**src/rtl/d2dn_pkg.sv**
```systemverilog
// Shared types, constants and calendar tables for the date-to-day-number core.
// No dependencies.
`timescale 1ns / 1ps

package d2dn_pkg;

    localparam int DATE_W   = 27;
    localparam int COUNT_W  = 22;
    localparam int CODE_W   = 3;
    localparam int VALUE_W  = 7;
    localparam int YEAR_W   = 14;

    // Reciprocal constants for exact division by 10000 and by 100
    localparam int                 DIV625_SHIFT = 33;
    localparam logic [23:0]        DIV625_MUL   = 24'd13743896;
    localparam int                 DIV25_SHIFT  = 17;
    localparam logic [12:0]        DIV25_MUL    = 13'd5243;

    localparam logic [VALUE_W-1:0] VALUE_MAX    = 7'd99;

    typedef enum logic [CODE_W-1:0] {
        ERR_NONE     = 3'd0,
        ERR_NOT_POS  = 3'd1,
        ERR_YEAR     = 3'd2,
        ERR_MONTH    = 3'd3,
        ERR_DAY      = 3'd4
    } t_err;

    // Days in a month (1..12); February depends on leap
    function automatic logic [4:0] month_len(input logic [3:0] month, input logic leap);
        logic [4:0] len;
        case (month)
            4'd2:                        len = leap ? 5'd29 : 5'd28;
            4'd4, 4'd6, 4'd9, 4'd11:     len = 5'd30;
            default:                     len = 5'd31;
        endcase
        return len;
    endfunction

    // Days in the year before the first of a month (1..12)
    function automatic logic [8:0] days_before(input logic [3:0] month);
        logic [8:0] dbm;
        case (month)
            4'd1:    dbm = 9'd0;
            4'd2:    dbm = 9'd31;
            4'd3:    dbm = 9'd59;
            4'd4:    dbm = 9'd90;
            4'd5:    dbm = 9'd120;
            4'd6:    dbm = 9'd151;
            4'd7:    dbm = 9'd181;
            4'd8:    dbm = 9'd212;
            4'd9:    dbm = 9'd243;
            4'd10:   dbm = 9'd273;
            4'd11:   dbm = 9'd304;
            4'd12:   dbm = 9'd334;
            default: dbm = 9'd0;
        endcase
        return dbm;
    endfunction

endpackage

```
**src/rtl/date_to_day_number_core.sv**
```systemverilog
// Throughput one item per cycle while the output is not stalled (i_stall low).
// Five register stages: split by 10000, split by 100, year quotients, checks, final sum.
// Each stage holds only while its own result is blocked, so bubbles are squeezed out.
// Reset (synchronous, active low) clears the stage valid bits; payload is not reset.
// Depends on d2dn_pkg.
`timescale 1ns / 1ps

module date_to_day_number_core (
    input  logic                               i_clk,
    input  logic                               i_rst_n,
    input  logic                               i_valid,
    output logic                               o_stall,
    input  logic [d2dn_pkg::DATE_W-1:0]        i_date_number,
    output logic                               o_valid,
    input  logic                               i_stall,
    output logic [d2dn_pkg::COUNT_W-1:0]       o_day_count,
    output logic [d2dn_pkg::CODE_W-1:0]        o_error_code,
    output logic [d2dn_pkg::VALUE_W-1:0]       o_error_value
);

    // Stage valids and per-stage advance enables
    logic r_v1, r_v2, r_v3, r_v4, r_v5;
    logic en1, en2, en3, en4, en5;

    assign en5     = !r_v5 || !i_stall;
    assign en4     = !r_v4 || en5;
    assign en3     = !r_v3 || en4;
    assign en2     = !r_v2 || en3;
    assign en1     = !r_v1 || en2;
    assign o_stall = !en1;

    // Stage 1: reciprocal product for date / 10000
    logic [d2dn_pkg::DATE_W-1:0]     r_s1_d;
    logic [46:0]                     r_s1_prod, n_s1_prod;
    logic                            r_s1_zero;

    assign n_s1_prod = 47'(i_date_number[26:4]) * 47'(d2dn_pkg::DIV625_MUL);

    always_ff @(posedge i_clk) begin
        if (en1) begin
            r_s1_d    <= i_date_number;
            r_s1_prod <= n_s1_prod;
            r_s1_zero <= (i_date_number == '0);
        end
    end

    // Stage 2: year digits and reciprocal product for (date / 10000) / 100
    logic [13:0]                     q1;
    logic [d2dn_pkg::DATE_W-1:0]     q1_scaled;
    logic [d2dn_pkg::YEAR_W-1:0]     r_s2_year, n_s2_year;
    logic [13:0]                     r_s2_q1;
    logic [24:0]                     r_s2_prod, n_s2_prod;
    logic                            r_s2_zero;

    assign q1        = r_s1_prod[46:33];
    assign q1_scaled = d2dn_pkg::DATE_W'(q1) * d2dn_pkg::DATE_W'(10000);
    assign n_s2_year = d2dn_pkg::YEAR_W'(r_s1_d - q1_scaled);
    assign n_s2_prod = 25'(q1[13:2]) * 25'(d2dn_pkg::DIV25_MUL);

    always_ff @(posedge i_clk) begin
        if (en2) begin
            r_s2_year <= n_s2_year;
            r_s2_q1   <= q1;
            r_s2_prod <= n_s2_prod;
            r_s2_zero <= r_s1_zero;
        end
    end

    // Stage 3: day and month digits, year quotient products, y1 * 365
    logic [7:0]                      day3;
    logic [13:0]                     month_full;
    logic [d2dn_pkg::YEAR_W-1:0]     y1;
    logic [7:0]                      r_s3_day;
    logic [6:0]                      r_s3_month;
    logic [d2dn_pkg::YEAR_W-1:0]     r_s3_year, r_s3_y1;
    logic [24:0]                     r_s3_ycp, n_s3_ycp, r_s3_y1cp, n_s3_y1cp;
    logic [d2dn_pkg::COUNT_W-1:0]    r_s3_y365, n_s3_y365;
    logic                            r_s3_zero;

    assign day3       = r_s2_prod[24:17];
    assign month_full = r_s2_q1 - (14'(day3) * 14'd100);
    assign y1         = r_s2_year - 14'd1;
    assign n_s3_ycp   = 25'(r_s2_year[13:2]) * 25'(d2dn_pkg::DIV25_MUL);
    assign n_s3_y1cp  = 25'(y1[13:2]) * 25'(d2dn_pkg::DIV25_MUL);
    assign n_s3_y365  = d2dn_pkg::COUNT_W'(y1) * 22'd365;

    always_ff @(posedge i_clk) begin
        if (en3) begin
            r_s3_day   <= day3;
            r_s3_month <= month_full[6:0];
            r_s3_year  <= r_s2_year;
            r_s3_y1    <= y1;
            r_s3_ycp   <= n_s3_ycp;
            r_s3_y1cp  <= n_s3_y1cp;
            r_s3_y365  <= n_s3_y365;
            r_s3_zero  <= r_s2_zero;
        end
    end

    // Stage 4: leap rule, field checks, year part of the count
    logic [6:0]                      yc;
    logic [7:0]                      y1c;
    logic                            hundred, leap;
    logic [4:0]                      maxday;
    d2dn_pkg::t_err                  n_s4_code;
    logic [d2dn_pkg::VALUE_W-1:0]    n_s4_val;
    logic [d2dn_pkg::COUNT_W-1:0]    n_s4_base;
    d2dn_pkg::t_err                  r_s4_code;
    logic [d2dn_pkg::VALUE_W-1:0]    r_s4_val;
    logic [d2dn_pkg::COUNT_W-1:0]    r_s4_base;
    logic [3:0]                      r_s4_month;
    logic [4:0]                      r_s4_day;
    logic                            r_s4_leap;

    assign yc        = r_s3_ycp[23:17];
    assign y1c       = r_s3_y1cp[24:17];
    assign hundred   = (r_s3_year == (14'(yc) * 14'd100));
    assign leap      = (r_s3_year[1:0] == 2'd0) && (!hundred || (yc[1:0] == 2'd0));
    assign maxday    = d2dn_pkg::month_len(r_s3_month[3:0], leap);
    assign n_s4_base = r_s3_y365 + d2dn_pkg::COUNT_W'(r_s3_y1[13:2])
                     - d2dn_pkg::COUNT_W'(y1c) + d2dn_pkg::COUNT_W'(y1c[7:2]);

    // Pick the first failing check
    always_comb begin
        n_s4_code = d2dn_pkg::ERR_NONE;
        n_s4_val  = '0;
        if (r_s3_zero) begin
            n_s4_code = d2dn_pkg::ERR_NOT_POS;
        end else if (r_s3_year == '0) begin
            n_s4_code = d2dn_pkg::ERR_YEAR;
        end else if (r_s3_month < 7'd1 || r_s3_month > 7'd12) begin
            n_s4_code = d2dn_pkg::ERR_MONTH;
            n_s4_val  = r_s3_month;
        end else if (r_s3_day < 8'd1 || r_s3_day > 8'(maxday)) begin
            n_s4_code = d2dn_pkg::ERR_DAY;
            n_s4_val  = (r_s3_day > 8'(d2dn_pkg::VALUE_MAX)) ? d2dn_pkg::VALUE_MAX
                                                              : r_s3_day[6:0];
        end
    end

    always_ff @(posedge i_clk) begin
        if (en4) begin
            r_s4_code  <= n_s4_code;
            r_s4_val   <= n_s4_val;
            r_s4_base  <= n_s4_base;
            r_s4_month <= r_s3_month[3:0];
            r_s4_day   <= r_s3_day[4:0];
            r_s4_leap  <= leap;
        end
    end

    // Stage 5: add month offset, leap day and day; zero the count on error
    logic [d2dn_pkg::COUNT_W-1:0]    n_s5_count, r_s5_count;
    logic [d2dn_pkg::CODE_W-1:0]     r_s5_code;
    logic [d2dn_pkg::VALUE_W-1:0]    r_s5_val;
    logic                            leap_add;

    assign leap_add   = r_s4_leap && (r_s4_month > 4'd2);
    assign n_s5_count = (r_s4_code != d2dn_pkg::ERR_NONE) ? '0 :
                        r_s4_base + d2dn_pkg::COUNT_W'(d2dn_pkg::days_before(r_s4_month))
                        + d2dn_pkg::COUNT_W'(leap_add) + d2dn_pkg::COUNT_W'(r_s4_day);

    always_ff @(posedge i_clk) begin
        if (en5) begin
            r_s5_count <= n_s5_count;
            r_s5_code  <= r_s4_code;
            r_s5_val   <= r_s4_val;
        end
    end

    // Advance valid bits
    always_ff @(posedge i_clk) begin
        if (!i_rst_n) begin
            r_v1 <= 1'b0;
            r_v2 <= 1'b0;
            r_v3 <= 1'b0;
            r_v4 <= 1'b0;
            r_v5 <= 1'b0;
        end else begin
            if (en1) r_v1 <= i_valid;
            if (en2) r_v2 <= r_v1;
            if (en3) r_v3 <= r_v2;
            if (en4) r_v4 <= r_v3;
            if (en5) r_v5 <= r_v4;
        end
    end

    assign o_valid       = r_v5;
    assign o_day_count   = r_s5_count;
    assign o_error_code  = r_s5_code;
    assign o_error_value = r_s5_val;

endmodule

```
**config.mk**
```make
export PLATFORM = sky130hd
export DESIGN_NAME = date_to_day_number_core
export DESIGN_NICKNAME = d
export VERILOG_FILES = /design/src/rtl/d2dn_pkg.sv /design/src/rtl/date_to_day_number_core.sv
export SDC_FILE = /design/constraint.sdc
export NUM_CORES = 2
export LEC_CHECK = 0
export BUFFER_PORTS_ARGS = -buffer_cell sky130_fd_sc_hd__clkbuf_2
export CORE_AREA = 2 2 247 249
export DETAILED_ROUTE_END_ITERATION = 16
export DIE_AREA = 0 0 249 251
export GPL_TIMING_DRIVEN = 0
export PLACE_DENSITY = 0.66
export SETUP_SLACK_MARGIN = 0.4
export SYNTH_ARGS = -nofsm -noshare
export SYNTH_HDL_FRONTEND = slang
export SYNTH_SLANG_ARGS = --single-unit
```
**constraint.sdc**
```tcl
create_clock -name i_clk -period 7.5 [get_ports i_clk]
set_clock_uncertainty 0.05 [all_clocks]
set_input_delay 0.375 -clock i_clk [delete_from_list [all_inputs] [get_ports i_clk]]
set_output_delay 0.375 -clock i_clk [all_outputs]
set_load 0.02 [all_outputs]
```
==> run summary <==
vias in the first global route = 20.6k
num rows = 90
Tmin final = 6780 ps
Final Core Density = 0.539
Yosys cell types = 68
CP startpoint kind = flip-flop
Initial Utilization = 0.497
CP Max Fanout = 3
Post-synth EDFFs = 212
HP Start = i_valid
post-synthesis sequential area ratio = 0.224
first-pass GRT wire length = 102,000 µm
Top delay family on crit path = adder cells
Max Transition Viols Final = 0
CP peak stage delay = 560 ps
Ports = 65
FILL cells = 5,183
vias per cell = 5.07
die area = 62,500 µm²
core box area = 59,800 µm²
min-delay worst type = input pin to flip-flop
GR Util All Layers = 0.203
Peak Freq = 147 MHz
clock slew at reported path FFs = 60 ps
Buffers on Ports = 64
XOR/XNOR Fraction of Synth Area = 0.0439
FF/Latch Area = 6650 µm²
max cap viols = 0
slew margin rel. = 0.161
# clock sinks = 226
largest net degree at the start of global routing = 76
net count after synthesis = 3,764
worst setup margin = 717 ps
Synth Area in Simple Gates = 0.0463
die height = 251 µm
Slowest-stage cell, CP = fa_1
total grt overflow = 0
status = finished, final reports clean
#FFs+latches synth = 226
TritonCTS clock tree = yes
cts hold-fix bufs = 0
cell count after synthesis = 2,726
Critical R2R Launch = r_s2_year[0]$_DFFE_PP_
Data arrival, critical path = 6990 ps
Crit. End Element = flip-flop
layout net count = 3,897
Diodes inserted = 0
post-synthesis compound-gate area fraction = 0.0608
initial antenna violation count = 1
CTS Buf Count = 23
layout cell share with drive strength beyond 1 = 0.0692
Area growth syn-to-layout = 8.63%
Worst-Skew Late Latency = 520 ps
area of the multi-input gates = 20,300 µm²
Post-Route WL = 60,400 µm
hold-critical path endpoint = r_v1$_SDFFE_PN0N_
Detailed Place HPWL = 52,000 µm
clk root buf = clkbuf_16
H-tree depth = 1
commonest cells after routing, fill and taps aside = inv_1, ha_1, fa_1, edfxtp_1, xnor2_1
routability-driven placement congestion ratio = 0.938
reg-to-reg slack, setup = 720 ps
worst r2r dst = r_s3_y1cp[24]$_DFFE_PP_
Die Wd = 249 µm
final critical-path share of the clock period = 0.904
post-route ant nets = 0
worst hold stages = 2
most common cell after layout, fill and taps aside = inv_1
adder-cell area share of the yosys netlist = 0.523
RSZ-0062 raised after global routing = true
yosys warns = 0
Pre-antenna DRT Iters = 5
Final setup violation count = 0
Mean Syn Cell Area = 10.9 µm²
1st-iter DRT viols = 800
final hold vios = 0
DR vias = 18.6k
DRC violations left = 0
FF-to-FF path depth = 27
Top FF cell, synth = edfxtp_1
post-synthesis cell area = 29,700 µm²
drt wl/cell = 16.5 µm
post-synthesis async set-or-reset flop share = 0
CP bufs+invs = 4
Levels on crit path = 27
Setup CP Type = flip-flop to flip-flop
Place WS = -364 ps
Max clock buf depth = 3
worst-margin pin slew = 1260 ps
worst endpoint required time = 7700 ps
largest family of logic cells by synthesized area = adder cells
mux contribution to synthesized area = 0.00169
-- area by class of cell --
class                           count  share of cell area
Buffer                              5            0.000582
Clock buffer                       33              0.0202
Clock inverter                      9             0.00140
Inverter                          792              0.0922
Multi-Input combinational cell   1703               0.628
Sequential cell                   226               0.206
Tap cell                          782              0.0303
Timing Repair Buffer              108              0.0214
-- worst register-to-register path: stages (launching register included) --
cell,delay (ps)
edfxtp_1,440
buf_4,170
nor3_4,170
o21a_1,200
nand4_1,160
a21boi_2,230
o21ai_2,120
xor2_4,190
buf_4,190
xnor2_2,140
ha_1,320
xor2_1,180
ha_1,320
fa_1,530
fa_1,560
inv_1,60
fa_1,540
inv_1,60
ha_1,320
a21oi_2,150
nor3b_2,180
o211ai_1,160
a31o_2,330
o41ai_4,330
o21ai_2,120
o21ai_1,130
nand2b_1,70
xnor2_1,120
-- cells in the mapped netlist, drive strengths merged (2+ instances only) --
cell type | number | area share
a31oi | 6 | 0.0015
a221oi | 2 | 0.00059
a221o | 2 | 0.00067
nand4 | 15 | 0.0032
and4 | 2 | 0.00059
inv | 792 | 0.10
o211ai | 8 | 0.0020
o21ai | 51 | 0.0088
ha | 618 | 0.26
dfxtp | 14 | 0.0094
o211a | 3 | 0.0010
nor4 | 7 | 0.0015
nor3b | 3 | 0.00076
o41ai | 4 | 0.0027
and3 | 8 | 0.0017
a41o | 4 | 0.0013
o2111ai | 4 | 0.0012
clkbuf | 5 | 0.00063
nor2b | 23 | 0.0048
nand3 | 23 | 0.0039
o21bai | 10 | 0.0027
a21boi | 14 | 0.0035
xnor2 | 107 | 0.032
a211oi | 4 | 0.0010
nand2 | 60 | 0.0076
nor3 | 25 | 0.0044
or2 | 5 | 0.0011
a21o | 25 | 0.0063
fa | 389 | 0.26
xor2 | 41 | 0.012
o31ai | 4 | 0.0012
nand2b | 9 | 0.0019
or3 | 6 | 0.0013
a21oi | 78 | 0.014
a2111oi | 2 | 0.0013
o21a | 26 | 0.0066
edfxtp | 212 | 0.21
nor2 | 83 | 0.010
and2 | 6 | 0.0013
mux2i | 5 | 0.0017
a31o | 7 | 0.0021
a22o | 2 | 0.00059
-- per-stage QoR --
step                TNS (ps)  hold WS, ps  area (µm²)  cells
floorplan                  0          350       29700   2726
global placement        -428          350       31000   3572
detailed placement      -946          355       31000   3573
CTS                        0         1.14       32000   3633
global route               0         1.88       32300   3658
finish                     0         18.1       32300   3658
-- cell families after synthesis --
kind of cell | Yosys count
adders and majority gates | 1007
buffers and inverters | 797
and+or+nand+nor | 282
AOI/OAI and AO/OA | 261
DFF | 226
xor gates and xnor gates | 148
muxes | 5
-- how the worst max path moves through the flow --
stage | to | start | slack, ps
after floorplan | r_s3_y1cp[24]$_DFFE_PP_ | r_s2_year[3]$_DFFE_PP_ | 890
final | r_s3_y1cp[24]$_DFFE_PP_ | r_s2_year[0]$_DFFE_PP_ | 720
after global routing | r_s3_y1cp[24]$_DFFE_PP_ | r_s2_year[1]$_DFFE_PP_ | 330
after CTS | r_s3_y1cp[24]$_DFFE_PP_ | r_s2_year[3]$_DFFE_PP_ | 420
after global placement | r_s3_y1cp[24]$_DFFE_PP_ | r_s2_year[3]$_DFFE_PP_ | -220
after detailed placement | r_s3_y1cp[24]$_DFFE_PP_ | r_s2_year[3]$_DFFE_PP_ | -360
-- state kept, by name, indices dropped and copies added (netlist names), 3 cells and up, named ones only --
| register | count |
|---|---|
| r_s3_y1cp | 8 |
| r_s1_prod | 14 |
| r_s3_year | 14 |
| r_s2_prod | 8 |
| r_s4_month | 4 |
| r_s1_d | 14 |
| r_s3_y1 | 14 |
| r_s4_base | 22 |
| r_s2_q1 | 7 |
| r_s2_year | 14 |
| o_error_code | 3 |
| r_s3_day | 8 |
| r_s3_month | 7 |
| o_error_value | 7 |
| r_s4_day | 5 |
| r_s3_ycp | 7 |
| r_s4_code | 3 |
| r_s3_y365 | 20 |
| r_s4_val | 7 |
| o_day_count | 22 |
-- metal layers --
layer | part of all wire | up-vias | global-route usage
met3 | 0.034 | 84 | 0.0157
li1 | - | 8985 | -
met1 | 0.41 | 9186 | 0.246
met5 | 0.00022 | - | 0
met2 | 0.53 | 294 | 0.391
met4 | 0.022 | 2 | 0.0480
-- timing repair --
item,in CTS,in global routing
endpoints found under the hold margin,0,0
endpoints found under the setup margin,9,5
gates cloned,0,0
pin swaps,9,17
gates resized for setup,22,11
setup buffers,18,24
Power is not shown: default switching activity piles up to over one toggle a cycle in this logic, so the estimate is an artifact.
